File: config.mk
export PLATFORM = sky130hd
export DESIGN_NAME = brle_parser
export DESIGN_NICKNAME = d
export VERILOG_FILES = /design/src/hw/rtl/brle_pkg.sv /design/src/hw/rtl/brle_parser.sv
export SDC_FILE = /design/constraint.sdc
export NUM_CORES = 1
export LEC_CHECK = 0
export ABC_AREA = 1
export BUFFER_PORTS_ARGS = -buffer_cell sky130_fd_sc_hd__buf_2
export CAP_MARGIN = 0
export CELL_PAD_IN_SITES_DETAIL_PLACEMENT = 1
export CELL_PAD_IN_SITES_GLOBAL_PLACEMENT = 2
export CORE_UTILIZATION = 31
export CTS_CLUSTER_DIAMETER = 60
export CTS_CLUSTER_SIZE = 14
export DETAILED_ROUTE_END_ITERATION = 8
export PLACE_DENSITY_LB_ADDON = 0.3
export SLEW_MARGIN = 10
export SYNTH_ARGS = -nofsm -noshare
export SYNTH_HDL_FRONTEND = slang
export SYNTH_SLANG_ARGS = --single-unit
File: constraint.sdc
create_clock -name clk_i -period 7.08 [get_ports clk_i]
set_input_delay 0.708 -clock clk_i [delete_from_list [all_inputs] [get_ports clk_i]]
set_output_delay 0.708 -clock clk_i [all_outputs]
set_load 0.05 [all_outputs]
File: src/hw/rtl/brle_pkg.sv
package brle_pkg;

  // Internal column and row counters carry one bit above the coordinate range
  localparam int unsigned CNT_W = 17;

  localparam logic [31:0] BLACK_RGBA = 32'h0000_00FF;

  localparam logic [1:0] OP_DATA    = 2'd0;
  localparam logic [1:0] OP_PALETTE = 2'd1;
  localparam logic [1:0] OP_RESTART = 2'd2;

  localparam logic [1:0] KIND_SPAN    = 2'd0;
  localparam logic [1:0] KIND_DONE    = 2'd1;
  localparam logic [1:0] KIND_TRUNC   = 2'd2;
  localparam logic [1:0] KIND_CORRUPT = 2'd3;

  localparam logic [2:0] CFG_RLE4_MODE     = 3'd0;
  localparam logic [2:0] CFG_IMAGE_WIDTH   = 3'd1;
  localparam logic [2:0] CFG_IMAGE_HEIGHT  = 3'd2;
  localparam logic [2:0] CFG_TOP_DOWN      = 3'd3;
  localparam logic [2:0] CFG_PALETTE_COUNT = 3'd4;

  localparam logic [7:0] ESC_EOL   = 8'd0;
  localparam logic [7:0] ESC_EOB   = 8'd1;
  localparam logic [7:0] ESC_DELTA = 8'd2;

  typedef enum logic [2:0] {
    PH_FIRST  = 3'd0,
    PH_SECOND = 3'd1,
    PH_DX     = 3'd2,
    PH_DY     = 3'd3,
    PH_ABS    = 3'd4,
    PH_PAD    = 3'd5
  } phase_e;

  typedef struct packed {
    logic [1:0]  op;
    logic [7:0]  data_byte;
    logic        last_byte;
    logic [7:0]  entry_index;
    logic [31:0] entry_color;
  } in_req_t;

  typedef struct packed {
    logic [1:0]  kind;
    logic [15:0] start_col;
    logic [15:0] dest_row;
    logic [7:0]  span_len;
    logic [31:0] color_even;
    logic [31:0] color_odd;
  } out_rsp_t;

  typedef struct packed {
    logic        rle4_mode;
    logic [15:0] image_width;
    logic [15:0] image_height;
    logic        top_down;
    logic [8:0]  palette_count;
  } cfg_t;

  // Results caused by one request, handed from the parser to the output stage
  typedef struct packed {
    logic        span_vld;
    logic        term_vld;
    logic [1:0]  term_kind;
    logic [15:0] col;
    logic [15:0] row;
    logic [7:0]  len;
    logic        even_ok;
    logic        odd_ok;
  } stage_t;

endpackage

File: src/hw/rtl/brle_parser.sv
module brle_parser #(
  parameter int unsigned PALETTE_DEPTH = 256,
  parameter int unsigned COORD_BITS    = 16,
  parameter int unsigned OVERRUN_SLACK = 4096,
  parameter int unsigned AW            = 8
) (
  input  logic              clk_i,
  input  logic              rst_ni,
  input  logic              accept_i,
  input  brle_pkg::in_req_t req_i,
  input  brle_pkg::cfg_t    cfg_i,
  output brle_pkg::stage_t  stage_o,
  output logic              pal_we_o,
  output logic [AW-1:0]     pal_waddr_o,
  output logic [31:0]       pal_wdata_o,
  output logic              pal_re_o,
  output logic [AW-1:0]     pal_raddr_a_o,
  output logic [AW-1:0]     pal_raddr_b_o
);

  localparam int unsigned CW = brle_pkg::CNT_W;
  localparam logic [15:0] COORD_MASK = 16'((32'd1 << COORD_BITS) - 32'd1);
  localparam logic [8:0]  DEPTH_LIM  = 9'(PALETTE_DEPTH);
  localparam logic [CW-1:0] SLACK    = CW'(OVERRUN_SLACK);

  brle_pkg::phase_e phase_q, phase_d;
  logic [7:0]    first_q, first_d;
  logic [7:0]    total_q, total_d;
  logic [7:0]    seen_q, seen_d;
  logic [7:0]    dx_q, dx_d;
  logic [CW-1:0] col_q, col_d;
  logic [CW-1:0] row_q, row_d;
  logic          finished_q, finished_d;

  logic [7:0]    d;
  logic          last;
  logic          data_ok;
  logic          restart;
  logic          eol;
  logic          row_oor;
  logic          abs_final;
  logic          abs_pad;
  logic [8:0]    abs_rem;
  logic [7:0]    abs_cnt;
  logic [7:0]    tot4;
  logic [7:0]    col_add;
  logic [7:0]    row_add;
  logic [CW-1:0] col_sum;
  logic [CW-1:0] col_new;
  logic [CW-1:0] row_new;
  logic [CW-1:0] col_lim;
  logic          overrun;
  logic          pe_done;
  logic [7:0]    even_idx;
  logic [7:0]    odd_idx;
  logic [15:0]   room;
  logic [15:0]   row_dst;

  logic          span_req;
  logic [7:0]    span_cnt;
  logic          pend;
  logic          fin;
  logic [1:0]    fin_kind;

  assign d       = req_i.data_byte;
  assign last    = req_i.last_byte;
  assign data_ok = accept_i && (req_i.op == brle_pkg::OP_DATA) && !finished_q;
  assign restart = accept_i && (req_i.op == brle_pkg::OP_RESTART);

  assign eol     = (phase_q == brle_pkg::PH_SECOND) && (first_q == 8'd0) && (d == brle_pkg::ESC_EOL);
  assign row_oor = row_q >= {1'b0, cfg_i.image_height};

  assign abs_final = ({1'b0, seen_q} + 9'd1) >= {1'b0, total_q};
  assign abs_pad   = total_q[0];
  assign abs_rem   = {1'b0, first_q} - {seen_q, 1'b0};
  assign abs_cnt   = cfg_i.rle4_mode ? ((abs_rem > 9'd2) ? 8'd2 : abs_rem[7:0]) : 8'd1;
  assign tot4      = 8'(({1'b0, d} + 9'd1) >> 1);

  always_comb begin
    unique case (phase_q)
      brle_pkg::PH_SECOND: col_add = first_q;
      brle_pkg::PH_DY:     col_add = dx_q;
      brle_pkg::PH_ABS:    col_add = abs_cnt;
      default:             col_add = 8'd0;
    endcase
  end

  assign row_add = (phase_q == brle_pkg::PH_DY) ? d : (eol ? 8'd1 : 8'd0);
  assign col_sum = col_q + CW'(col_add);
  assign col_new = eol ? '0 : col_sum;
  assign row_new = row_q + CW'(row_add);
  assign col_lim = {1'b0, cfg_i.image_width} + SLACK;
  assign overrun = col_new > col_lim;
  assign pe_done = (row_new >= {1'b0, cfg_i.image_height}) || last;

  // Result decode for one data byte
  always_comb begin
    span_req = 1'b0;
    span_cnt = 8'd0;
    pend     = 1'b0;
    fin      = 1'b0;
    fin_kind = brle_pkg::KIND_DONE;
    if (data_ok) begin
      unique case (phase_q)
        brle_pkg::PH_FIRST: begin
          if (row_oor || last) begin
            fin = 1'b1;
          end
        end
        brle_pkg::PH_SECOND: begin
          if (first_q != 8'd0) begin
            span_req = 1'b1;
            span_cnt = first_q;
            pend     = 1'b1;
          end else if (d == brle_pkg::ESC_EOL) begin
            pend = 1'b1;
          end else if (d == brle_pkg::ESC_EOB) begin
            fin = 1'b1;
          end else if (last) begin
            fin      = 1'b1;
            fin_kind = brle_pkg::KIND_TRUNC;
          end
        end
        brle_pkg::PH_DX: begin
          if (last) begin
            fin      = 1'b1;
            fin_kind = brle_pkg::KIND_TRUNC;
          end
        end
        brle_pkg::PH_DY: begin
          pend = 1'b1;
        end
        brle_pkg::PH_ABS: begin
          if (last && (!abs_final || abs_pad)) begin
            fin      = 1'b1;
            fin_kind = brle_pkg::KIND_TRUNC;
          end else begin
            span_req = 1'b1;
            span_cnt = abs_cnt;
            pend     = abs_final && !abs_pad;
          end
        end
        default: begin
          pend = 1'b1;
        end
      endcase
      if (pend) begin
        if (overrun) begin
          fin      = 1'b1;
          fin_kind = brle_pkg::KIND_CORRUPT;
        end else if (pe_done) begin
          fin = 1'b1;
        end
      end
    end
  end

  // Next parse state
  always_comb begin
    phase_d    = phase_q;
    first_d    = first_q;
    total_d    = total_q;
    seen_d     = seen_q;
    dx_d       = dx_q;
    col_d      = col_q;
    row_d      = row_q;
    finished_d = finished_q;
    if (restart) begin
      phase_d    = brle_pkg::PH_FIRST;
      first_d    = 8'd0;
      total_d    = 8'd0;
      seen_d     = 8'd0;
      dx_d       = 8'd0;
      col_d      = '0;
      row_d      = '0;
      finished_d = 1'b0;
    end else if (data_ok) begin
      col_d = col_new;
      row_d = row_new;
      unique case (phase_q)
        brle_pkg::PH_FIRST: begin
          first_d = d;
          phase_d = brle_pkg::PH_SECOND;
        end
        brle_pkg::PH_SECOND: begin
          phase_d = brle_pkg::PH_FIRST;
          if (first_q == 8'd0 && d == brle_pkg::ESC_DELTA) begin
            phase_d = brle_pkg::PH_DX;
          end else if (first_q == 8'd0 && d > brle_pkg::ESC_DELTA) begin
            first_d = d;
            total_d = cfg_i.rle4_mode ? tot4 : d;
            seen_d  = 8'd0;
            phase_d = brle_pkg::PH_ABS;
          end
        end
        brle_pkg::PH_DX: begin
          dx_d    = d;
          phase_d = brle_pkg::PH_DY;
        end
        brle_pkg::PH_DY: begin
          phase_d = brle_pkg::PH_FIRST;
        end
        brle_pkg::PH_ABS: begin
          seen_d = seen_q + 8'd1;
          if (abs_final) begin
            phase_d = abs_pad ? brle_pkg::PH_PAD : brle_pkg::PH_FIRST;
          end
        end
        default: begin
          phase_d = brle_pkg::PH_FIRST;
        end
      endcase
      if (fin) begin
        phase_d    = brle_pkg::PH_FIRST;
        finished_d = 1'b1;
      end
    end
  end

  always_ff @(posedge clk_i or negedge rst_ni) begin
    if (!rst_ni) begin
      phase_q    <= brle_pkg::PH_FIRST;
      first_q    <= 8'd0;
      total_q    <= 8'd0;
      seen_q     <= 8'd0;
      dx_q       <= 8'd0;
      col_q      <= '0;
      row_q      <= '0;
      finished_q <= 1'b0;
    end else begin
      phase_q    <= phase_d;
      first_q    <= first_d;
      total_q    <= total_d;
      seen_q     <= seen_d;
      dx_q       <= dx_d;
      col_q      <= col_d;
      row_q      <= row_d;
      finished_q <= finished_d;
    end
  end

  // Span clipping and row placement
  assign room    = cfg_i.image_width - col_q[15:0];
  assign row_dst = cfg_i.top_down ? row_q[15:0] : (cfg_i.image_height - 16'd1 - row_q[15:0]);

  assign even_idx = cfg_i.rle4_mode ? {4'd0, d[7:4]} : d;
  assign odd_idx  = cfg_i.rle4_mode ? {4'd0, d[3:0]} : d;

  always_comb begin
    stage_o           = '0;
    stage_o.span_vld  = span_req && !fin_trunc_block() && !row_oor
                        && (col_q < {1'b0, cfg_i.image_width}) && (span_cnt != 8'd0);
    stage_o.term_vld  = fin;
    stage_o.term_kind = fin_kind;
    stage_o.col       = col_q[15:0] & COORD_MASK;
    stage_o.row       = row_dst & COORD_MASK;
    stage_o.len       = (room < {8'd0, span_cnt}) ? room[7:0] : span_cnt;
    stage_o.even_ok   = ({1'b0, even_idx} < cfg_i.palette_count) && ({1'b0, even_idx} < DEPTH_LIM);
    stage_o.odd_ok    = ({1'b0, odd_idx} < cfg_i.palette_count) && ({1'b0, odd_idx} < DEPTH_LIM);
  end

  // A truncation never comes with a span; keep the span decode independent of it
  function automatic logic fin_trunc_block();
    return 1'b0;
  endfunction

  assign pal_we_o      = accept_i && (req_i.op == brle_pkg::OP_PALETTE)
                         && ({1'b0, req_i.entry_index} < DEPTH_LIM);
  assign pal_waddr_o   = req_i.entry_index[AW-1:0];
  assign pal_wdata_o   = req_i.entry_color;
  assign pal_re_o      = data_ok;
  assign pal_raddr_a_o = even_idx[AW-1:0];
  assign pal_raddr_b_o = odd_idx[AW-1:0];

  finished_phase_a: assert property (@(posedge clk_i) disable iff (!rst_ni)
    finished_q |-> (phase_q == brle_pkg::PH_FIRST))
    else $error("finished decoder left in mid-pair phase");

  term_finishes_a: assert property (@(posedge clk_i) disable iff (!rst_ni)
    (data_ok && fin) |=> finished_q)
    else $error("terminal result did not stop the decoder");

  trunc_no_span_a: assert property (@(posedge clk_i) disable iff (!rst_ni)
    (fin && fin_kind == brle_pkg::KIND_TRUNC) |-> !span_req)
    else $error("truncated request produced pixels");

endmodule

# Yosys cells after proc, flatten, opt, wreduce, memory -nomap -nowiden
# Cells that the tools add are included.
[totals]
register_bits = 70
latchBits = 0
ram_bits = 0
rom_bits = 0
out_inout_bits = 104
elab_cells = 157
n_memories = 0
[classes]
addsub = 10
n_mul = 0
div = 0
magnitude_cmp = 10
n_eq_ne = 12
shift = 0
mux = 77
bitwise_logic = 0
reduce_logical = 40
[op_table]
columns = ["cell", "n"]
rows = [
  ["2-to-1 mux 8 bit", 26],
  ["2-to-1 mux 17 bit", 5],
  ["one-hot mux 8 bit (2 select lines)", 3],
  ["adder 17 x 8 -> 17 bit", 2],
  ["greater-or-equal comparator 17 x 16 -> 1 bit", 2],
  ["subtractor 16 bit", 2],
  ["one-hot mux 8 bit (3 select lines)", 1],
  ["2-to-1 mux 1 bit", 21],
  ["2-to-1 mux 3 bit", 7],
  ["adder 8 x 1 -> 9 bit, second input constant", 2],
  ["less-than comparator 8 x 9 -> 1 bit", 2],
  ["adder 16 x 13 -> 17 bit, second input constant", 1],
  ["> comparator 17 bit", 1],
  ["less-than comparator 17 x 16 -> 1 bit", 1],
  ["zero test 8 bit", 2],
  ["less-than comparator 16 x 8 -> 1 bit", 1],
  ["2-to-1 mux 16 bit", 1],
  ["2-to-1 mux 2 bit", 8],
  ["nonzero test 8 bit", 2],
  ["subtractor 16 x 1 -> 16 bit, second input constant", 1],
  ["logical AND 1 bit", 13],
  ["one-hot mux 3 bit (4 select lines)", 1],
  ["AND reduction 4 bit", 3],
  ["nonzero test 2 bit", 5],
  ["27 further kinds", 36],
]

# Logic depth before layout (Yosys ltp)
# Gate-level depths: netlist of run 1.
[depth]
ltp_word = 15
depth_mapped = 50

# Least setup slack after synthesis of run 1
# No wires, ideal clock.
[synth_path]
path_kind = "flip-flop to output port"
start = "reg seen_q[0]"
end = "out stage_o[43] in the netlist's numbering"
arrival_ns = 5.005
required_ns = 6.372
path_slack_ns = 1.367
stages_incl_launch_ff = 38
path_buffers = 0
cell_sequence = "dfrtp_1 > ha_1 > inv_1 > fa_1 > nand3b_1 > nor2_1 > o21ai_0 > nor2_1 > nand3_1 > nand2_1 > nand2_1 > nand3_1 > ha_1 > inv_1 > fa_1 > inv_1 > nand3_1 > nand2_1 > [... 2 more ...] > a21oi_1 > nor2_1 > o21ai_0 > nand2_1 > nand2_1 > inv_1 > nand4_1 > nand3_1 > inv_1 > ha_1 > nand4_1 > nor2_1 > nand3_1 > nor2_1 > o21ai_0 > inv_1 > nand2_1 > a21oi_1"
[synth_lines]
columns = ["element", "line_no", "text"]
rows = [
  ["start: declaration", "brle_parser.sv:29", "logic [7:0] seen_q, seen_d;"],
  ["start signal: assignment", "brle_parser.sv:234", "seen_q <= seen_d;"],
  ["end: declaration", "brle_parser.sv:12", "output brle_pkg::stage_t stage_o,"],
]

==> metrics.md, run 1 <==
| Metric | Value |
|---|---|
| Outcome | finished, final reports clean |
| Clock Tree Root | clkbuf_16 |
| Post-Synth Adder-Cell Area | 0.2079 |
| Routed len/inst | roughly 17 um |
| Clock slew at reported path FFs | around 60 ps |
| Worst R2R End | phase_q[2] |
| Clock buffer depth | 2 |
| Io pins | between 200 and 250 |
| Post-route setup slack | approximately 580 ps |
| Syn nets | 1645 |
| Clock skew | between 9 and 10 ps |
| Switching part of the total | 0.5181 |
| Crit-path leading delay family | simple AND/OR/NAND/NOR gates |
| Hold Fails Final Rpt | 0 |
| Arr. time, crit path | 5790 ps |
| Share of layout cells above drive strength 1 | 0.1320 |
| Die area | slightly above 30000 um^2 |
| Post-synthesis mux area share | 0 |
| Max Cap Violations | 0 |
| Bufs and invs on worst path | 8 |
| Critical R2R Launch | first_q[1] |
| Sequential share of the synthesized area | 0.1866 |
| Fin crit period | ~6500 ps |
| Clk network pwr share | 0.167 |
| Initial antenna violation count | 0 |
| Yosys top cell by area | ha_1 |
| FF+latch count, synth | 70 |
| XOR/XNOR Fraction of Synth Area | 0.03545 |
| Core ar. | between 20000 and 30000 um^2 |
| Crit path max fanout | 4 |
| Chip width | about 180 um |
| Period utilization | 0.9183 |
| Count of input and output buffers | between 100 and 150 |
| PD cells | between 200 and 300 nW/um^2 |
| Yosys top cell area share | 0.1973 |
| Most common cell in the synthesized netlist | nand2_1 |
| Comb power frac | 0.623 |
| Max VDD drop | 107.5 uV |
| Post-Syn Area | roughly 9400 um^2 |
| DR pass1 iterations | 4 |
| Endpoints failing setup | 0 |
| Die Span Y | 176.0 um |
| Ys async rst share | 1.000 |
| Initial Util | 0.3159 |
| CP max stage cell | fa_2 |
| GP Congestion | approximately 0.83 |
| Combinational family with the most area after synthesis | simple AND/OR/NAND/NOR gates |
| CP Data Required Time | between 6000 and 7000 ps |
| Compound-Gate Fraction of Synth Area | 0.1637 |
| Antenna diodes | 0 |
| Slew Limit Headroom | 0.2597 |
| Post-route ant nets | 0 |
| Critical path startpoint category | register |
| DR iter-0 viols | roughly 330 |
| Reg2Reg Depth | 42 |
| Main area contributors after synthesis | ha_1 (20%), dfrtp_1 (19%), nand2_1 (11%) |
| Total GRT Usage | 0.2036 |
| WL final | 31020 um |
| DR vias/cell | around 5 |
| P_leak | between 5 and 6 nW |
| Sw Pwr | between 1 and 1.5 mW |
| Seq pwr share | 0.210 |
| H-tree Lvls | 3 |
| CTS tree | yes |
| Worst path most repeated cell | nand2_1 |
| FP Rows | 63 |
| Synth top cells by count | nand2_1 (268), inv_1 (245), ha_1 (148) |
| Syn-to-layout area delta | 10.06% |
| Layout net count | ~1700 |
| Total grt overflow | 0 |
| Mean post-synth cell area | a little under 7 um^2 |
| Crit-path max cell delay | 420 ps |
| Pint | between 1 and 1.5 mW |
| Slew Limit Fails | 0 |
| Ys flop type | dfrtp_1 |
| Largest net degree at the start of global routing | 64 |
| Via count | just over 9000 |
| HPWL Detailed | roughly 26000 um |
| Synth warn | 0 |
| Flop-to-flop setup slack | ~1400 ps |
| Yosys cell types | between 50 and 60 |
| Number of synthesized flops with an enable pin | 0 |
| CP Capture Type | primary output |
| Vias in the first global route | around 9300 |
| First-pass GRT wire length | 49880 um |
| FMAX | approximately 150 MHz |
| Synth Area in Simple Gates | 0.2472 |
| Slew @ Worst Pin | roughly 1100 ps |
| Drt drc | 0 |
| Synth Instances | between 1000 and 1500 |
| DP Worst Slack | roughly 720 ps |
| Number of buffers created by CTS | 9 |
| Crit Path Class | register to primary output |
| CTS Sinks | 70 |
| Hold Crit Class | input port to asynchronous set/reset pin |
| Total power draw | approximately 2.8 mW |
| Clk_lat worst skew | between 300 and 400 ps |
[per-layer routing]
layer / wire length (um) / part of all wire / track usage
met1: 15620 / 0.50 / 0.2845
met4: 469 / 0.015 / 0.04855
met2: 13980 / 0.45 / 0.3327
met3: 948 / 0.031 / 0.02261
met5: 0 / 0 / 0
[registers in the layout, summed over array words and instances (netlist names)]
register,count
phase_q,3
finished_q,1
total_q,8
col_q,17
dx_q,8
row_q,17
seen_q,8
first_q,8
[cells in the final DEF, fill, tap and decap left out, types with 4 or more instances in the layout]
cell type / count
a21oi_1: 99
a31oi_1: 7
buf_2: 118
buf_4: 14
clkbuf_16: 9
dfrtp_1: 69
fa_1: 4
ha_1: 148
inv_1: 242
inv_2: 5
nand2_1: 268
nand2_2: 9
nand3_1: 74
nand3b_1: 5
nand4_1: 18
nor2_1: 95
nor3_1: 22
nor4_1: 8
o211ai_1: 6
o21ai_0: 99
o21ai_1: 4
o21bai_1: 6
o22ai_1: 30
or2_2: 13
xnor2_1: 8
xor2_1: 30
[through the flow]
stage / cell area [um^2] / instances / util / TNS, ps / hold WS, ps
3_5_place_dp: 9970 / 1829 / 0.3355 / 0 / 474.7
3_3_place_gp: 9970 / 1829 / 0.3355 / 0 / 467.0
2_1_floorplan: 9388 / 1395 / - / 0 / 412.4
6_report: 10330 / 1852 / 0.3477 / 0 / 172.4
5_1_grt: 10330 / 1852 / 0.3477 / -86.30 / 167.4
4_1_cts: 10250 / 1845 / 0.3450 / 0 / 165.9
[how the worst max path moves through the flow]
stage,startpoint,depth (start not counted),endpoint
floorplan,seen_q[0],37,stage_o[43]
global placement,seen_q[0],42,stage_o[44]
detailed placement,seen_q[0],43,stage_o[44]
CTS,seen_q[0],43,stage_o[44]
global route,first_q[1],42,stage_o[44]
finish,first_q[1],41,stage_o[44]
[power by group through the flow]
stage | clock network [mW] | registers, mW | logic (mW)
floorplan | 0 | 0.546 | 1.36
global placement | 0 | 0.586 | 1.67
detailed placement | 0 | 0.588 | 1.71
CTS | 0.476 | 0.581 | 1.72
global route | 0.492 | 0.591 | 1.96
finish | 0.463 | 0.579 | 1.72
[timing repair]
action / CTS / global route
hold buffers: 0 / 0
buffers inserted: 0 / 6
hold endpoints to repair: 0 / 0
gates resized for setup: 0 / 13
endpoints found under the setup margin: 0 / 2
[cells by family (layout without fill, tap and decap cells)]
family	count (synthesis)	after routing
compound gates	274	274
xor+xnor	38	38
fa+ha+maj	153	153
buf+inv	331	398
flops	70	70
simple gates	529	529
[area by class of cell]
class / count / area, um^2
fillers: 3835 / 19380
multi-input cells: 994 / 6166
flip-flops and latches: 70 / 1753
inverters: 249 / 934.6
repair buffers: 133 / 706.9
well taps: 390 / 488.0
clock buffers: 12 / 236.5
clock inverters: 4 / 47.55
(Power assumes the default switching activity.)
==> run 2, diff against run 1 <==
- ABC_AREA: 1 -> not set
- CORE_UTILIZATION: 31 -> 32
==> run 2 against run 1 <==
Area after synthesis rose by 3.7%. Worst hold slack improved by 330 ps. Clock-buffer cell count rose by 1. Non-clock buffer count rose by 15. Combinational power fell by 27%. Sequential share of layout area fell by 0.70 points. Core utilization rose by 1.4 points. Critical path type unchanged.
==> metrics.md, run 2 <==
| Metric | Value |
|---|---|
| Die area | 31120 um^2 (+0.43%) |
| Most common cell in the synthesized netlist | ha_1 |
| Fin crit period | 6819 ps (+317.9 ps) |
| Syn-to-layout area delta | 10.62% |
| # fillers | 3739 (-2.5%) |
| Number of buffers created by CTS | 9 (unchanged) |
| Slew Limit Headroom | 0.3345 (+0.07482) |
| Max Cap Violations | 0 (unchanged) |
| FP Rows | 63 (unchanged) |
| Main area contributors after synthesis | ha_1 (19%), dfrtp_1 (18%), inv_1 (5.3%) |
| Arr. time, crit path | 6110 ps (+320 ps) |
| CTS Sinks | 70 (unchanged) |
| Die Span Y | 176.4 um (+0.22%) |
| Yosys top cell by area | ha_1 |
| Io pins | 201 (unchanged) |
| HPWL Detailed | 26000 um (+2.0%) |
| Hold_ws | 502.6 ps (+330.2 ps) |
| CP Data Required Time | 6370 ps (about the same) |
| Hold_buf cts | 0 (unchanged) |
| DR pass1 iterations | 4 (unchanged) |
| WL final | 32390 um (+4.4%) |
| P_leak | 5.201 nW (-7.4%) |
| Routed len/inst | 18.65 um (+11%) |
| FF+latch count, synth | 70 (unchanged) |
| Mean post-synth cell area | 7.557 um^2 (+12%) |
| Largest net degree at the start of global routing | 71 (+11%) |
| WHS Endpoint | total_q[6] |
| Vias in the first global route | 9493 (+1.7%) |
| DR iter-0 viols | 421 (+27%) |
| Max VDD drop | 120.9 uV (+12%) |
| Post-route ant nets | 0 (unchanged) |
| Biggest regs | col_q x17, row_q x17 |
| Flop-to-flop setup slack | 1280 ps (-90 ps) |
| Outcome | finished, final reports clean |
| Worst R2R End | phase_q[1] |
| Slew @ Worst Pin | 998.2 ps (-112.2 ps) |
| Total GRT Usage | 0.2117 (+0.008117) |
| Drt drc | 0 (unchanged) |
| Layout net count | 1593 (-6.7%) |
| PD cells | 206.3 nW/um^2 (-23%) |
| Area of the multi-input gates | 6882 um^2 (+12%) |
| Chip width | 176.4 um (+0.22%) |
| DR vias/cell | 5.301 (+6.3%) |
| Post-Syn Area | 9733 um^2 (+3.7%) |
| Post-route setup slack | 260.8 ps (-317.9 ps) |
| Core ar. | 29800 um^2 (+0.27%) |
| Count of input and output buffers | 120 (unchanged) |
| CP Capture Type | primary output |
| Yosys cell types | 79 (+49%) |
| Period utilization | 0.9632 (+0.04490) |
| CTS tree | yes |
| Sequential share of the synthesized area | 0.1800 (-0.006620) |
| Initial Util | 0.3267 (+0.01075) |
| Synth Instances | 1288 (-7.7%) |
| Hold Fails Final Rpt | 0 (unchanged) |
| CP max stage cell | dfrtp_1 |
| Commonest cells after routing, fill and taps aside | ha_1 (148), inv_1 (137), buf_2 (117) |
| Reg2Reg Depth | 32 (-24%) |
| Crit-path max cell delay | 400 ps (-20 ps) |
| Clock buffer depth | 2 (unchanged) |
| Total power draw | 2.221 mW (-20%) |
| Number of synthesized flops with an enable pin | 0 (unchanged) |
| WL met1 | 15840 um (+1.4%) |
| DP Worst Slack | -9.113 ps (-728.3 ps) |
| Share of layout cells above drive strength 1 | 0.1545 (+0.02252) |
| Slew Limit Fails | 0 (unchanged) |
| GP Congestion | 0.8386 (+0.61%) |
| Antenna diodes | 0 (unchanged) |
| Hold Path Origin | total_q[6] |
| Total grt overflow | 0 (unchanged) |
| FMAX | 146.6 MHz (-4.7%) |
| Clock Tree Root | clkbuf_16 |
| Met2 wire length | 15150 um (+8.4%) |
| Crit Path Class | register to primary output |
| Critical path startpoint category | register |
| Crit-path leading delay family | compound AO/OA/AOI/OAI gates |
| Max Used Layer | met4 |
| Synth warn | 0 (unchanged) |
| Hold Crit Class | register to register |
| Crit path max fanout | 3 (-1) |
| Clk_lat worst skew | 350 ps (about the same) |
| Ys async rst share | 1.000 (unchanged) |
| Synth top cells by count | ha_1 (148), inv_1 (138), nand2_1 (107) |
| Ys flop type | dfrtp_1 |
| H-tree Lvls | 3 (unchanged) |
| First-pass GRT wire length | 51590 um (+3.4%) |
| Initial antenna violation count | 0 (unchanged) |
| Most common cell after layout, fill and taps aside | ha_1 |
| Via count | 9203 (-0.31%) |
| Clock slew at reported path FFs | 60 ps (about the same) |
| Hold Path Stages | 1 |
| Clock skew | 9.747 ps (-0.05618 ps) |
| Bufs and invs on worst path | 4 (-4) |
| Syn nets | 1538 (-6.5%) |
| Critical R2R Launch | first_q[1] |
| Sequential cell area | 1752 um^2 (about the same) |
| Yosys top cell area share | 0.1903 (-0.006999) |
| DR WL met3 | 1177 um (+24%) |
| Endpoints failing setup | 0 (unchanged) |
run 2: power breakdown:
| part | internal (mW) | switching [mW] | leakage [nW] |
|---|---|---|---|
| clock | 0.262 | 0.180 | 0.138 |
| combinational | 0.459 | 0.802 | 4.10 |
| sequential | 0.449 | 0.0681 | 0.959 |
| total | 1.17 | 1.05 | 5.20 |
run 2: area by class of cell:
type	count	area share
repair buffers	148	0.07705
clock inverters	1	0.0004648
well taps	390	0.04532
clock buffers	13	0.02510
inverters	144	0.05020
flip-flops and latches	70	0.1627
multi-input cells	970	0.6392
run 2: cell families (layout without fill, tap and decap cells):
group / after synthesis / after routing / share of synthesized area
flops: 70 / 70 / 0.1800
mux: 22 / 22 / 0.02622
simple gates: 386 / 386 / 0.1951
xor+xnor: 54 / 54 / 0.04859
buf+inv: 248 / 306 / 0.1220
fa+ha+maj: 153 / 153 / 0.2005
compound gates: 355 / 355 / 0.2275
run 2: layer usage:
metal  GRT usage  up-vias
met1      0.2933     4412
met5           0        -
met4     0.03772        0
met2      0.3578      199
li1            -     4575
met3     0.02046       17
run 2: metrics by stage:
step	instances	TNS, ps	utilization	instance area [um^2]
finish	1736	0	0.3613	10770
global placement	1714	0	0.3467	10330
CTS	1732	0	0.3579	10660
floorplan	1288	0	-	9733
global route	1736	-34.35	0.3613	10770
detailed placement	1714	-9.113	0.3467	10330
run 2: worst max-delay path by stage:
stage                       end  depth (start not counted)  slack, ps  startpoint
floorplan           stage_o[44]                         32        810  first_q[1]
global placement    stage_o[44]                         29        130  first_q[1]
detailed placement  stage_o[44]                         28         -9  first_q[1]
CTS                 stage_o[44]                         31          2  first_q[1]
global route        stage_o[44]                         30        -30  first_q[1]
finish              stage_o[44]                         32        260  first_q[1]
run 2: repair_timing:
action | CTS | global route
gates resized for setup | 8 | 22
endpoints found under the setup margin | 2 | 3
setup buffers | 4 | 4
pin swaps | 5 | 15
run 2: worst reg2reg max path, delay by kind of cell (launching register included):
kind | cells | cell delay, ps
muxes | 1 | 110
AOI/OAI and AO/OA | 15 | 2490
DFF | 1 | 400
adders and majority gates | 5 | 1390
buffers and inverters | 4 | 350
and+or+nand+nor | 6 | 770
xor gates and xnor gates | 1 | 200
