==> src/hw/rtl/brle_pkg.sv <==
package brle_pkg;

  // Internal column and row counters carry one bit above the coordinate range
  localparam int unsigned CNT_W = 17;

  localparam logic [31:0] BLACK_RGBA = 32'h0000_00FF;

  localparam logic [1:0] OP_DATA    = 2'd0;
  localparam logic [1:0] OP_PALETTE = 2'd1;
  localparam logic [1:0] OP_RESTART = 2'd2;

  localparam logic [1:0] KIND_SPAN    = 2'd0;
  localparam logic [1:0] KIND_DONE    = 2'd1;
  localparam logic [1:0] KIND_TRUNC   = 2'd2;
  localparam logic [1:0] KIND_CORRUPT = 2'd3;

  localparam logic [2:0] CFG_RLE4_MODE     = 3'd0;
  localparam logic [2:0] CFG_IMAGE_WIDTH   = 3'd1;
  localparam logic [2:0] CFG_IMAGE_HEIGHT  = 3'd2;
  localparam logic [2:0] CFG_TOP_DOWN      = 3'd3;
  localparam logic [2:0] CFG_PALETTE_COUNT = 3'd4;

  localparam logic [7:0] ESC_EOL   = 8'd0;
  localparam logic [7:0] ESC_EOB   = 8'd1;
  localparam logic [7:0] ESC_DELTA = 8'd2;

  typedef enum logic [2:0] {
    PH_FIRST  = 3'd0,
    PH_SECOND = 3'd1,
    PH_DX     = 3'd2,
    PH_DY     = 3'd3,
    PH_ABS    = 3'd4,
    PH_PAD    = 3'd5
  } phase_e;

  typedef struct packed {
    logic [1:0]  op;
    logic [7:0]  data_byte;
    logic        last_byte;
    logic [7:0]  entry_index;
    logic [31:0] entry_color;
  } in_req_t;

  typedef struct packed {
    logic [1:0]  kind;
    logic [15:0] start_col;
    logic [15:0] dest_row;
    logic [7:0]  span_len;
    logic [31:0] color_even;
    logic [31:0] color_odd;
  } out_rsp_t;

  typedef struct packed {
    logic        rle4_mode;
    logic [15:0] image_width;
    logic [15:0] image_height;
    logic        top_down;
    logic [8:0]  palette_count;
  } cfg_t;

  // Results caused by one request, handed from the parser to the output stage
  typedef struct packed {
    logic        span_vld;
    logic        term_vld;
    logic [1:0]  term_kind;
    logic [15:0] col;
    logic [15:0] row;
    logic [7:0]  len;
    logic        even_ok;
    logic        odd_ok;
  } stage_t;

endpackage

==> src/hw/rtl/brle_out_stage.sv <==
module brle_out_stage (
  input  logic               clk_i,
  input  logic               rst_ni,
  input  logic               load_i,
  input  brle_pkg::stage_t   stage_i,
  input  logic [31:0]        rdata_a_i,
  input  logic [31:0]        rdata_b_i,
  output logic               ready_o,
  output logic               out_valid_o,
  input  logic               out_ready_i,
  output brle_pkg::out_rsp_t out_rsp_o
);

  brle_pkg::stage_t   info_q;
  logic               span_pend_q;
  logic               term_pend_q;
  logic               out_vld_q;
  brle_pkg::out_rsp_t out_q;

  logic               oreg_free;
  logic               take_span;
  logic               take_term;
  brle_pkg::out_rsp_t span_rsp;
  brle_pkg::out_rsp_t term_rsp;

  assign oreg_free = !out_vld_q || out_ready_i;

  always_comb begin
    take_span = 1'b0;
    take_term = 1'b0;
    priority if (oreg_free && span_pend_q) begin
      take_span = 1'b1;
    end else if (oreg_free && term_pend_q) begin
      take_term = 1'b1;
    end else begin
      take_span = 1'b0;
    end
  end

  // Take a new request when none is held, or once the held one drains this cycle
  assign ready_o = !(span_pend_q || term_pend_q)
                   || (oreg_free && !(span_pend_q && term_pend_q));

  always_comb begin
    span_rsp            = '0;
    span_rsp.kind       = brle_pkg::KIND_SPAN;
    span_rsp.start_col  = info_q.col;
    span_rsp.dest_row   = info_q.row;
    span_rsp.span_len   = info_q.len;
    span_rsp.color_even = info_q.even_ok ? rdata_a_i : brle_pkg::BLACK_RGBA;
    span_rsp.color_odd  = info_q.odd_ok ? rdata_b_i : brle_pkg::BLACK_RGBA;
    term_rsp            = '0;
    term_rsp.kind       = info_q.term_kind;
  end

  always_ff @(posedge clk_i or negedge rst_ni) begin
    if (!rst_ni) begin
      span_pend_q <= 1'b0;
      term_pend_q <= 1'b0;
      out_vld_q   <= 1'b0;
    end else begin
      if (take_span) begin
        span_pend_q <= 1'b0;
      end
      if (take_term) begin
        term_pend_q <= 1'b0;
      end
      if (load_i) begin
        span_pend_q <= stage_i.span_vld;
        term_pend_q <= stage_i.term_vld;
      end
      if (take_span || take_term) begin
        out_vld_q <= 1'b1;
      end else if (out_ready_i) begin
        out_vld_q <= 1'b0;
      end
    end
  end

  always_ff @(posedge clk_i) begin
    if (load_i) begin
      info_q <= stage_i;
    end
    if (take_span) begin
      out_q <= span_rsp;
    end else if (take_term) begin
      out_q <= term_rsp;
    end
  end

  assign out_valid_o = out_vld_q;
  assign out_rsp_o   = out_q;

  span_first_a: assert property (@(posedge clk_i) disable iff (!rst_ni)
    (span_pend_q && term_pend_q && !oreg_free) |=> (span_pend_q && term_pend_q))
    else $error("pending results dropped while output stalled");

  no_load_over_pending_a: assert property (@(posedge clk_i) disable iff (!rst_ni)
    load_i |-> !(span_pend_q && term_pend_q))
    else $error("request loaded over two pending results");

  term_fields_zero_a: assert property (@(posedge clk_i) disable iff (!rst_ni)
    (out_vld_q && out_q.kind != brle_pkg::KIND_SPAN) |-> (out_q.span_len == 8'd0))
    else $error("status result carries span fields");

endmodule

==> config.mk <==
export PLATFORM = sky130hd
export DESIGN_NAME = brle_out_stage
export DESIGN_NICKNAME = d
export VERILOG_FILES = /design/src/hw/rtl/brle_pkg.sv /design/src/hw/rtl/brle_out_stage.sv
export SDC_FILE = /design/constraint.sdc
export NUM_CORES = 1
export LEC_CHECK = 0
export BUFFER_PORTS_ARGS = -buffer_cell sky130_fd_sc_hd__buf_2
export CAP_MARGIN = 20
export CORE_MARGIN = 5
export CORE_UTILIZATION = 45
export DETAILED_ROUTE_END_ITERATION = 7
export GPL_TIMING_DRIVEN = 0
export PLACE_DENSITY = 0.75
export SLEW_MARGIN = 30
export SYNTH_ARGS = -nofsm -noshare
export SYNTH_HDL_FRONTEND = slang
export SYNTH_SLANG_ARGS = --single-unit
==> constraint.sdc <==
create_clock -name clk_i -period 4.34 [get_ports clk_i]
set_input_delay 0.217 -clock clk_i [delete_from_list [all_inputs] [get_ports clk_i]]
set_output_delay 0.217 -clock clk_i [all_outputs]
set_load 0.05 [all_outputs]
; Word-level counts from Yosys, hierarchy flattened
; Index checks and enable logic that the tools add are counted.
[totals]
register_bits = 153
elab_cells = 43
inputBits = 114
output_inout_bits = 108
[classes]
muxes = 13
reduce_logical = 15
[op_table]
columns = cell, count
row1 = 2-to-1 mux 104 bit, 2
row2 = 2-to-1 mux 32 bit, 2
row3 = 2-to-1 mux 1 bit, 9
row4 = nonzero test 2 bit, 4
row5 = logical AND 1 bit, 4
row6 = logical OR 1 bit, 4
row7 = zero test 1 bit, 3

; Longest topological paths before layout
; Gate-level depths: netlist (run 1).
[depth]
word_depth = 7
ltp_mapped = 5
depth_no_buf = 3

; Worst setup path before layout (run 1)
; No wires, ideal clock.
[synth_path]
path_type = flip-flop to flip-flop
startpoint = register out_vld_q, in the netlist out_valid_o
endpoint = register out_q (netlist bit out_rsp_o[0]), enable pin
synth_period_minus_slack_ns = 3.454
path_buffers = 1
required_time_ns = 3.883
path_stages_with_launch = 5
setup_ns = 0.457
setup_slack_ns = 0.886
arrival_time_ns = 2.997
cell_sequence = dfrtp_1 > nand2b_4 > buf_6 > o21ai_0 > inv_1
[synth_via]
elab_chain_cells = 6
elab_cells_between_ends = 8
classes_between = mux (3) / reduce/logical (5)
[synth_rtl]
columns = item, line
row1 = "start, declared", brle_out_stage.sv:17  ; logic out_vld_q;
row2 = "start signal, assigned", brle_out_stage.sv:60  ; out_vld_q <= 1'b0;
row3 = "start signal, assigned", brle_out_stage.sv:73  ; out_vld_q <= 1'b1;
row4 = "start signal, assigned", brle_out_stage.sv:75  ; out_vld_q <= 1'b0;
row5 = zero test 1 bit (*), brle_out_stage.sv:26  ; assign oreg_free = !out_vld_q || out_ready_i;
row6 = logical OR 1 bit (*), brle_out_stage.sv:26
row7 = logical AND 1 bit, brle_out_stage.sv:33  ; end else if (oreg_free && term_pend_q) begin
row8 = 2-to-1 mux 1 bit, brle_out_stage.sv:33
row9 = 2-to-1 mux 1 bit, brle_out_stage.sv:31  ; priority if (oreg_free && span_pend_q) begin
row10 = nonzero test 2 bit (no line) (*), n/a
row11 = "end signal, assigned", brle_out_stage.sv:85  ; out_q <= span_rsp;
row12 = "end signal, assigned", brle_out_stage.sv:87  ; out_q <= term_rsp;
row13 = "end, declared", brle_out_stage.sv:18  ; brle_pkg::out_rsp_t out_q;
; Every way passes the cells marked *; elsewhere a longest branch is shown, timed or not.
; A chain may end at the register's enable or synchronous reset.

; Worst setup path in the final report (run 1)
[layout_path]
startpoint = register span_pend_q
endpoint = register out_q (netlist bit out_rsp_o[31]), enable pin
[layout_via]
elab_chain_cells = 3
elab_cells_between_ends = 4
classes_between = mux (2) / reduce/logical (2)
[layout_rtl]
columns = item, line
row1 = "start, declared", brle_out_stage.sv:15  ; logic span_pend_q;
row2 = "start signal, assigned", brle_out_stage.sv:69  ; span_pend_q <= stage_i.span_vld;
row3 = logical AND 1 bit (*), brle_out_stage.sv:31
row4 = 2-to-1 mux 1 bit, brle_out_stage.sv:31
row5 = nonzero test 2 bit (no line) (*), n/a
; Marks and branches as above.

==> results of run 1 <==
-- worst min path at each step --
stage | startpoint | end | slack, ns | cells past startpoint
after floorplan | rst_ni | out_valid_o$_DFFE_PN0P_ | -0.08 | 0
after global placement | rst_ni | out_valid_o$_DFFE_PN0P_ | 0.01 | 1
after detailed placement | rst_ni | out_valid_o$_DFFE_PN0P_ | 0.02 | 1
after CTS | stage_i[44] | term_pend_q$_DFFE_PN0P_ | 0.01 | 3
after global routing | stage_i[44] | term_pend_q$_DFFE_PN0P_ | 0.06 | 3
final | stage_i[44] | term_pend_q$_DFFE_PN0P_ | 0.03 | 3
-- stage by stage --
step	instance area, um^2	hold WS, ns	power [mW]
floorplan	5600	-0.0786	2.24
global placement	6910	0.0148	2.41
detailed placement	6940	0.0174	2.42
CTS	8010	0.0142	3.93
global route	8010	0.0638	4.04
finish	8010	0.0349	3.90
-- cell type report --
cell class	instances	area, um^2
repair buffers	268	1600
fillers	908	4100
clock inverters	15	176
inverters	17	68.8
multi-input cells	123	863
plain buffers	17	109
well taps	168	210
clock buffers	17	425
flip-flops and latches	153	4560
-- power by group through the flow --
stage | registers (mW) | clock network, mW | logic [mW]
floorplan | 2.13 | 0 | 0.112
global placement | 1.84 | 0 | 0.574
detailed placement | 1.83 | 0 | 0.591
CTS | 1.80 | 1.51 | 0.625
global route | 1.81 | 1.58 | 0.654
finish | 1.80 | 1.48 | 0.621
-- placed cells by master, fill, tap and decap left out, drive strengths merged, types with 5 or more instances in the layout --
master and n:
a21oi 17, and2 48, and3 42, buf 231, clkbuf 25, clkinv 5, clkinvlp 5, dlygate4sd3 46
edfxtp 148, inv 19, nand2 5
-- worst reg2reg max path, stage by stage, from the launching register on --
cell and delay [ns]:
dfrtp_1 0.43, buf_2 0.20, o21ai_0 0.58, inv_6 0.32, buf_16 0.33
-- cells by family after synthesis --
logic type,count (synthesis)
buffers and inverters,34
and+or+nand+nor,100
DFF,153
AOI/OAI and AO/OA,23
-- registers in the layout, summed over array words and instances (netlist names) --
signal	flops
out_rsp_o	106
info_q	44
out_valid_o	1
span_pend_q	1
term_pend_q	1
-- layer usage --
metal	global-route usage	vias up	wire length [um]
met3	0.0713	19	1340
met1	0.197	1668	4700
met2	0.312	166	6650
li1	-	1713	-
met4	0.0700	0	248
met5	0	-	0
-- repair_timing --
item | CTS | global route
hold buffers | 46 | 0
hold endpoints to repair | 48 | 0
endpoints found under the setup margin | 0 | 0
==> qor.yml, run 1 <==
global_route:
  grt_max_degree: 59
  grt_pass1_wl_um: 19900
  track_usage: 0.179
  antenna_found_initial: 0
  gr-total-overflow: 0
  grt_pass1_vias: 3786
setup_path:
  required_ns: 4.47
  reg2reg_depth: 4
  start_kind: "flop"
  crit_slowest_cell: "o21ai_0"
  cp-end-kind: "flop"
  cp_num_cells: 4
  criticalPathCategory: "reg -> reg"
  crit_family: "buffers and inverters"
  arrival_ns: 2.30
  r2r_start: "span_pend_q$_DFFE_PN0P_"
  path_buf_inv: 3
  crit_end: "out_rsp_o[31]$_SDFFCE_PN0P_"
  cp-startpoint: "span_pend_q$_DFFE_PN0P_"
  rrSetupSlack_ns: 2.17
  path_cells: "buf_2 > o21ai_0 > inv_6 > buf_16"
  slowest_delay_ns: 0.58
  r2r_end: "out_rsp_o[31]$_SDFFCE_PN0P_"
  crit_fanout: 58
sta:
  tns_ns: 0
  setup_viol: 0
  finalMaxSlewViolations: 0
  finalCritPeriodShare: 0.499
  timing.fmax_ghz: 0.461
  timing.final.ws_setup_ns: 2.17
  fin_worst_skew_ns: 0.00673
  slew-limit-headroom: 0.540
  period_minus_slack_ns: 2.17
  worst_pin_slew_ns: 0.684
  rsz0062_at_grt: "no"
  hold_viol: 0
pwr:
  vdd_drop_max_mv: 0.404
  combPwrFrac: 0.159
  intPower_mw: 2.84
  cellPowerDensity_mw_per_mm2: 487
  power_leakage_nw: 3.59
  p_sw_mw: 1.06
  pwr-share-seq: 0.461
  switching_share: 0.272
  p_clk_frac: 0.380
route:
  via_count: 3566
  drc: 0
  drt_pass1_iterations: 5
  final_antenna_net_count: 0
  drt-wirelength-per-cell_um: 16.6
  wl_um: 12900
  via_per_inst: 4.58
  dr.first_iter.drc_count: 187
die:
  fp.dieH_um: 122
  core_area_mm2: 0.0121
  io_pins: 222
  die_w_um: 122
  dieArea_mm2: 0.0148
  initial_utilization: 0.462
  rows: 40
logic_synthesis:
  ys.warnings.count: 0
  synth_top_area_frac: 0.794
  synth.area.top_cells: "edfxtp_1 79%, and2_4 6.3%, and3_1 4.2%"
  synth_top_family_by_area: "simple AND/OR/NAND/NOR gates"
  synth_common_cells: "148 x edfxtp_1, 40 x and2_4, 38 x and3_1, 17 x a21oi_1, 17 x inv_1"
  netlist_instances: 310
  muxShareOfSynthArea: 0
  yosysMostFrequentCell: "edfxtp_1"
  synth_area_per_cell_um2: 18.0
  synth-seq-area-share: 0.815
  synthAdderAreaFrac: 0
  synth-edff-count: 148
  synth_top_flop_cell: "edfxtp_1"
  synth_top_area_cell: "edfxtp_1"
  async_flop_share: 0.0196
  synth_xor_xnor_area_share: 0
  syn_area_mm2: 0.00560
  ys_ff_latch: 153
  synth-compound-area-share: 0.0224
  synthSimpleGateAreaFrac: 0.132
  synth_cell_type_count: 20
  synth.net_count: 424
cells_and_area:
  antenna_cells: 0
  area_growth_pct: 43.1
  fin_cells: 778
  drive_gt1_frac: 0.520
  nets: 711
  final_util: 0.661
clock_tree:
  cts_setup_buffers: 0
  clkLatencyLatePin_ns: 0.41
  cts_made_buffers: 17
  cts.path.max_buffers: 2
  path_clk_slew_ns: 0.06
  cts_resized: 0
  cts_tree: "built"
  cts_htree_levels: 4
  clock-root-buffer: "clkbuf_16"
  cts.sinks: 153
place:
  port_buffers: 221
  place_congestion: 0.738
  dp.cells: 700
  dp_worst_setup_slack_ns: 2.22
  place_hpwl_um: 8730
worst_hold_path:
  hp-class: "in -> reg"
outcome:
  outcome: "complete, no violations"
job:
  cap_violations: 0
(Power assumes the default switching activity.)
==> inputs of run 2 (changes only) <==
--- a/config.mk
+++ b/config.mk
@@ -5,6 +5,7 @@
 export SDC_FILE = /design/constraint.sdc
 export NUM_CORES = 1
 export LEC_CHECK = 0
+export ABC_AREA = 1
 export BUFFER_PORTS_ARGS = -buffer_cell sky130_fd_sc_hd__buf_2
 export CAP_MARGIN = 20
 export CORE_MARGIN = 5
==> constraint.sdc (replaced) <==
create_clock -name clk_i -period 2.26 [get_ports clk_i]
set_input_delay 0.113 -clock clk_i [delete_from_list [all_inputs] [get_ports clk_i]]
set_output_delay 0.113 -clock clk_i [all_outputs]
set_load 0.05 [all_outputs]
==> run 2 against run 1 <==
  * Worst hold slack worse by 0.022 ns
  * Routed wire length up 5.4%
  * Total power up 100%
  * Largest cell class unchanged
  * Final area up 5.5%
  * First-iteration DRC count up 15%
  * Critical path depth unchanged
==> qor.yml, run 2 <==
sta:
  rsz0062_at_grt: "no"
  period_minus_slack_ns: 1.80
  timing.fmax_ghz: 0.555
  finalMaxSlewViolations: 0  # unchanged
  hold_viol: 0  # unchanged
  tns_ns: 0  # unchanged
  slew-limit-headroom: 0.598  # +0.0589
  fin_worst_skew_ns: 0.00581  # -0.000921 ns
  setup_viol: 0  # unchanged
  finalCritPeriodShare: 0.797
  worst_pin_slew_ns: 0.602  # -0.0811 ns
setup_path:
  crit_family: "flip-flops"
  path_cells: "nor2_1 > nor2_1 > a21oi_1 > buf_2"
  required_ns: 2.15  # -2.32 ns
  criticalPathCategory: "reg -> out"
  crit_fanout: 5  # -91%
  start_kind: "flop"
  slowest_delay_ns: 0.45  # -0.13 ns
  cp-end-kind: "output port"
  crit_slowest_cell: "dfrtp_1"
  reg2reg_depth: 4  # unchanged
  path_buf_inv: 1  # -2
  cp_num_cells: 4  # unchanged
  crit_top_cell: "nor2_1"
  arrival_ns: 1.69  # -0.61 ns
pwr:
  combPwrFrac: 0.176  # +0.017
  cellPowerDensity_mw_per_mm2: 938  # +93%
  power_mw: 7.93  # +100%
  switching_share: 0.273  # +0.000571
  p_clk_frac: 0.383  # +0.003
  intPower_mw: 5.76  # +100%
  pwr-share-seq: 0.441  # -0.020
  p_sw_mw: 2.16  # +100%
  vdd_drop_max_mv: 0.586  # +45%
  power_leakage_nw: 4.02  # +12%
global_route:
  track_usage: 0.188  # +0.00813
  grt_pass1_vias: 4155  # +9.7%
  gr-total-overflow: 0  # unchanged
  grt_pass1_wl_um: 20800  # +4.8%
  grt_max_degree: 49  # -17%
  antenna_found_initial: 0  # unchanged
logic_synthesis:
  synth_common_cells: "148 x edfxtp_1, 108 x inv_1, 83 x nor2_1, 17 x a21oi_1, 10 x nor2_2"
  synth_top_flop_cell: "edfxtp_1"
  synth.net_count: 517  # +22%
  syn_area_mm2: 0.00565  # +0.89%
  synth_area_per_cell_um2: 14.0  # -22%
  async_flop_share: 0.0196  # unchanged
  netlist_instances: 403  # +30%
  synth.area.top_cells: "edfxtp_1 79%, inv_1 7.2%, nor2_1 5.5%"
  ys_ff_latch: 153  # unchanged
  synth-edff-count: 148  # unchanged
  synth_top_area_frac: 0.787  # -0.00704
  synth-seq-area-share: 0.808  # -0.00722
  yosysMostFrequentCell: "edfxtp_1"
  synth_top_area_cell: "edfxtp_1"
  synth_cell_type_count: 15  # -25%
  ys.warnings.count: 0  # unchanged
cells_and_area:
  final_util: 0.678  # +0.0164
  layout_commonest_cell: "buf_2"
  fill_cells: 854  # -5.9%
  fin_cells: 904  # +16%
  final_cell_mix: "225 x buf_2, 148 x edfxtp_1, 107 x inv_1, 81 x nor2_1, 72 x dlygate4sd3_1"
  antenna_cells: 0  # unchanged
  nets: 833  # +17%
  largest_reg_flops: 106  # unchanged
  drive_gt1_frac: 0.388  # -0.132
  area_growth_pct: 49.6
worst_hold_path:
  hp-class: "in -> reg"
  min_path_cells: 3  # unchanged
clock_tree:
  cts_htree_levels: 4  # unchanged
  cts_resized: 0  # unchanged
  path_clk_slew_ns: 0.06  # about the same
  cts.path.max_buffers: 2  # unchanged
  cts_tree: "built"
  postCtsHoldBufs: 72  # +57%
  clkLatencyLatePin_ns: 0.41  # about the same
  cts.sinks: 153  # unchanged
  cts_setup_buffers: 0  # unchanged
  clock-root-buffer: "clkbuf_16"
  cts_made_buffers: 17  # unchanged
place:
  dp.cells: 800  # +14%
  port_buffers: 221  # unchanged
  place_congestion: 0.715  # -3.2%
  place_hpwl_um: 8990  # +3.0%
die:
  die_w_um: 122  # +0.41%
  fp.dieH_um: 122  # +0.41%
  io_pins: 222  # unchanged
  core_area_mm2: 0.0125  # +2.9%
  dieArea_mm2: 0.0149  # +0.82%
  rows: 41  # +2.5%
  initial_utilization: 0.453  # -0.00911
route:
  drt_pass1_iterations: 4  # -1
  drc: 0  # unchanged
  wl_um: 13600  # +5.4%
  final_antenna_net_count: 0  # unchanged
  dr.first_iter.drc_count: 215  # +15%
  via_count: 3966  # +11%
  drt-wirelength-per-cell_um: 15.1  # -9.3%
  via_per_inst: 4.39  # -4.3%
job:
  cap_violations: 0  # unchanged
outcome:
  outcome: "complete, no violations"
## run 2: layout make-up
cell class	count	area [um^2]	area share
flip-flops and latches	153	4560	0.540
well taps	172	215	0.0255
clock inverters	11	196	0.0233
repair buffers	297	1940	0.230
inverters	109	412	0.0487
clock buffers	21	440	0.0521
plain buffers	12	104	0.0123
multi-input cells	129	581	0.0687
## run 2: per-layer routing
metal	routed length, um	vias to the layer above	track usage	share of wire
li1	-	1923	-	-
met1	4930	1822	0.202	0.36
met4	430	0	0.0924	0.032
met5	0	-	0	0
met2	6980	186	0.319	0.51
met3	1290	35	0.0780	0.095
## run 2: worst paths after layout
check / from / endpoint / slack [ns]
max: span_pend_q$_DFFE_PN0P_ / ready_o / 0.46
min reg2reg: out_rsp_o[105]$_SDFFE_PP0P_ / out_rsp_o[105]$_SDFFE_PP0P_ / 0.48
min in group asynchronous: rst_ni / term_pend_q$_DFFE_PN0P_ / 0.04
max reg2reg: span_pend_q$_DFFE_PN0P_ / out_rsp_o[13]$_SDFFCE_PN0P_ / 0.53
max in group asynchronous: rst_ni / out_valid_o$_DFFE_PN0P_ / 2.10
min: rdata_b_i[27] / out_rsp_o[27]$_SDFFCE_PN0P_ / 0.01
## run 2: metrics by stage
| stage | cell area [um^2] | setup WS, ns | hold WS, ns |
|---|---|---|---|
| finish | 8450 | 0.458 | 0.0132 |
| floorplan | 5660 | -0.351 | -0.183 |
| global route | 8450 | 0.382 | 0.0120 |
| CTS | 8450 | 0.467 | 0.0000505 |
| detailed placement | 7090 | 0.555 | -0.0877 |
| global placement | 6980 | -0.786 | -0.0902 |
## run 2: worst register-to-register path, delay by kind of cell, from the launching register on
family                 cells  cell delay, ns
buffers and inverters      2            0.44
AND/OR/NAND/NOR            2            0.54
flip-flops                 1            0.45
## run 2: logic make-up after synthesis
family,share of synthesized area
AO/OA/AOI/OAI,0.0160
buffers and inverters,0.0913
flip-flops,0.808
AND/OR/NAND/NOR,0.0851
## run 2: power groups by stage
stage / combinational (mW) / clock (mW) / sequential [mW]
CTS: 1.40 / 3.08 / 3.49
finish: 1.40 / 3.04 / 3.49
global placement: 1.22 / 0 / 3.55
global route: 1.47 / 3.22 / 3.52
detailed placement: 1.30 / 0 / 3.55
floorplan: 0.227 / 0 / 4.20
==> inputs of run 3 (changes only) <==
--- a/config.mk
+++ b/config.mk
@@ -9,10 +9,10 @@
 export BUFFER_PORTS_ARGS = -buffer_cell sky130_fd_sc_hd__buf_2
 export CAP_MARGIN = 20
 export CORE_MARGIN = 5
-export CORE_UTILIZATION = 45
+export CORE_UTILIZATION = 44
 export DETAILED_ROUTE_END_ITERATION = 7
 export GPL_TIMING_DRIVEN = 0
-export PLACE_DENSITY = 0.75
+export PLACE_DENSITY = 0.76
 export SLEW_MARGIN = 30
 export SYNTH_ARGS = -nofsm -noshare
 export SYNTH_HDL_FRONTEND = slang
==> constraint.sdc (replaced) <==
create_clock -name clk_i -period 1.58 [get_ports clk_i]
set_input_delay 0.079 -clock clk_i [delete_from_list [all_inputs] [get_ports clk_i]]
set_output_delay 0.079 -clock clk_i [all_outputs]
set_load 0.05 [all_outputs]
==> run 3 against run 2 <==
  * Die area up 2.1%
  * Utilization up 1.8 points
  * Largest power group unchanged
  * Worst setup slack worse by 0.36 ns
  * Highest routed layer unchanged
  * Largest cell class unchanged
==> qor.yml, run 3 (synthesized netlist as in run 2, its figures left out) <==
route:
  drt-wirelength-per-cell_um: 15.9  # +5.3%
  dr.first_iter.drc_count: 250  # +16%
  via_per_inst: 4.43  # +0.91%
  drc: 0  # unchanged
  final_antenna_net_count: 0  # unchanged
  drt_pass1_iterations: 4  # unchanged
  via_count: 4166  # +5.0%
  wl_um: 14900  # +9.6%
outcome:
  outcome: "complete, no violations"
global_route:
  antenna_found_initial: 0  # unchanged
  grt_pass1_wl_um: 22300  # +7.4%
  track_usage: 0.198  # +0.0105
  gr-total-overflow: 0  # unchanged
  grt_max_degree: 28  # -43%
  grt_pass1_vias: 4354  # +4.8%
sta:
  finalCritPeriodShare: 0.936
  slew-limit-headroom: 0.755  # +0.157
  finalMaxSlewViolations: 0  # unchanged
  timing.final.ws_setup_ns: 0.101  # -0.357 ns
  period_minus_slack_ns: 1.48
  worst_pin_slew_ns: 0.366  # -0.236 ns
  timing.fmax_ghz: 0.676
  hold_viol: 0  # unchanged
  setup_viol: 0  # unchanged
  fin_worst_skew_ns: 0.00810  # +0.00229 ns
clock_tree:
  cts.path.max_buffers: 2  # unchanged
  cts_made_buffers: 17  # unchanged
  cts_tree: "built"
  clock-root-buffer: "clkbuf_16"
  cts.sinks: 153  # unchanged
  path_clk_slew_ns: 0.06  # about the same
  cts_htree_levels: 4  # unchanged
  clkLatencyLatePin_ns: 0.41  # about the same
worst_hold_path:
  hold_end: "out_rsp_o[26]$_SDFFCE_PN0P_"
  holdCritStartpoint: "rdata_b_i[26]"
  min_path_cells: 3  # unchanged
  hp-class: "in -> reg"
pwr:
  power_mw: 11.1  # +39%
  cellPowerDensity_mw_per_mm2: 1260  # +34%
  vdd_drop_max_mv: 0.811  # +39%
  switching_share: 0.279  # +0.00620
  pwr-share-seq: 0.453  # +0.012
  intPower_mw: 7.97  # +38%
  p_clk_frac: 0.356  # -0.027
  power_leakage_nw: 4.16  # +3.7%
  p_sw_mw: 3.08  # +43%
  combPwrFrac: 0.191  # +0.015
cells_and_area:
  final_cell_mix: "225 x buf_2, 148 x edfxtp_1, 107 x inv_1, 100 x dlygate4sd3_1, 80 x nor2_1"
  final_util: 0.696  # +0.0180
  antenna_cells: 0  # unchanged
  fin_area_mm2: 0.00878  # +3.9%
  fin_cells: 941  # +4.1%
  area_growth_pct: 55.5
  drive_gt1_frac: 0.381  # -0.00696
  nets: 870  # +4.4%
  largest_reg_flops: 106  # unchanged
  layout_commonest_cell: "buf_2"
die:
  fp.dieH_um: 123  # +1.0%
  core_area_mm2: 0.0126  # +1.2%
  io_pins: 222  # unchanged
  die_w_um: 123  # +1.0%
  initial_utilization: 0.447  # -0.00552
  dieArea_mm2: 0.0152  # +2.1%
  rows: 41  # unchanged
place:
  port_buffers: 221  # unchanged
  place_congestion: 0.715  # about the same
  placed_cell_area_mm2: 0.00714  # +0.67%
  dp.cells: 802  # +0.25%
  dp_worst_setup_slack_ns: -0.351  # -0.906 ns
  place_hpwl_um: 8900  # -0.97%
setup_path:
  crit_fanout: 4  # -1
  criticalPathCategory: "reg -> out"
  start_kind: "flop"
  reg2reg_depth: 5  # +1
  arrival_ns: 1.40  # -0.29 ns
  cp-startpoint: "span_pend_q$_DFFE_PN0P_"
  r2r_start: "out_valid_o$_DFFE_PN0P_"
  cp-end-kind: "output port"
  rrSetupSlack_ns: 0.10  # -0.43 ns
  required_ns: 1.50  # -0.65 ns
  r2r_end: "out_rsp_o[10]$_SDFFCE_PN0P_"
job:
  cap_violations: 0  # unchanged
==> run 3: what timing repair did <==
action	CTS	global route
setup buffers	2	4
hold endpoints to repair	100	0
endpoints found under the setup margin	87	2
gates cloned	1	0
pin swaps	2	2
hold buffers	100	0
resized for setup	5	2
==> run 3: per-layer routing <==
layer / track usage / wire length [um] / vias to the layer above
li1: - / - / 1990
met5: 0 / 0 / -
met2: 0.356 / 7950 / 190
met3: 0.0618 / 1210 / 33
met1: 0.215 / 5400 / 1953
met4: 0.0844 / 379 / 0
==> run 3: power groups by stage <==
stage                     Combinational, mW  Sequential, mW  Clock [mW]
after floorplan                       0.325            6.00           0
after global placement                 1.74            5.08           0
after detailed placement               1.86            5.08           0
after CTS                              2.08            5.00        4.00
after global routing                   2.23            5.03        4.22
final                                  2.12            5.00        3.94
==> run 3: worst max-delay path by stage <==
stage,endpoint,cells past startpoint
2_1_floorplan,out_rsp_o[0]$_SDFFCE_PN0P_,3
3_3_place_gp,out_rsp_o[16]$_SDFFCE_PN0P_,2
3_5_place_dp,out_rsp_o[10]$_SDFFCE_PN0P_,4
4_1_cts,ready_o,4
5_1_grt,span_pend_q$_DFFE_PN0P_,5
6_report,ready_o,4
==> run 3: stage by stage <==
step / hold WS, ns / setup TNS, ns
2_1_floorplan: -0.217 / -107.21
3_3_place_gp: -0.124 / -153.04
3_5_place_dp: -0.120 / -21.67
4_1_cts: 0.00195 / 0
5_1_grt: 0.00393 / -0.00213
6_report: 0.0178 / 0
==> run 3: layout make-up <==
cell class | count | area, um^2
Buffer | 12 | 104
Inverter | 109 | 412
Clock buffer | 21 | 440
Multi-Input combinational cell | 130 | 604
Clock inverter | 11 | 129
Tap cell | 172 | 215
Fill cell | 821 | 3840
Sequential cell | 153 | 4560
Timing Repair Buffer | 333 | 2310
==> run 3: worst max-delay path, stage by stage, from the launching register on <==
cell	delay, ns
dfrtp_2	0.42
nor2_4	0.16
nor2_1	0.06
a21oi_1	0.12
buf_4	0.22
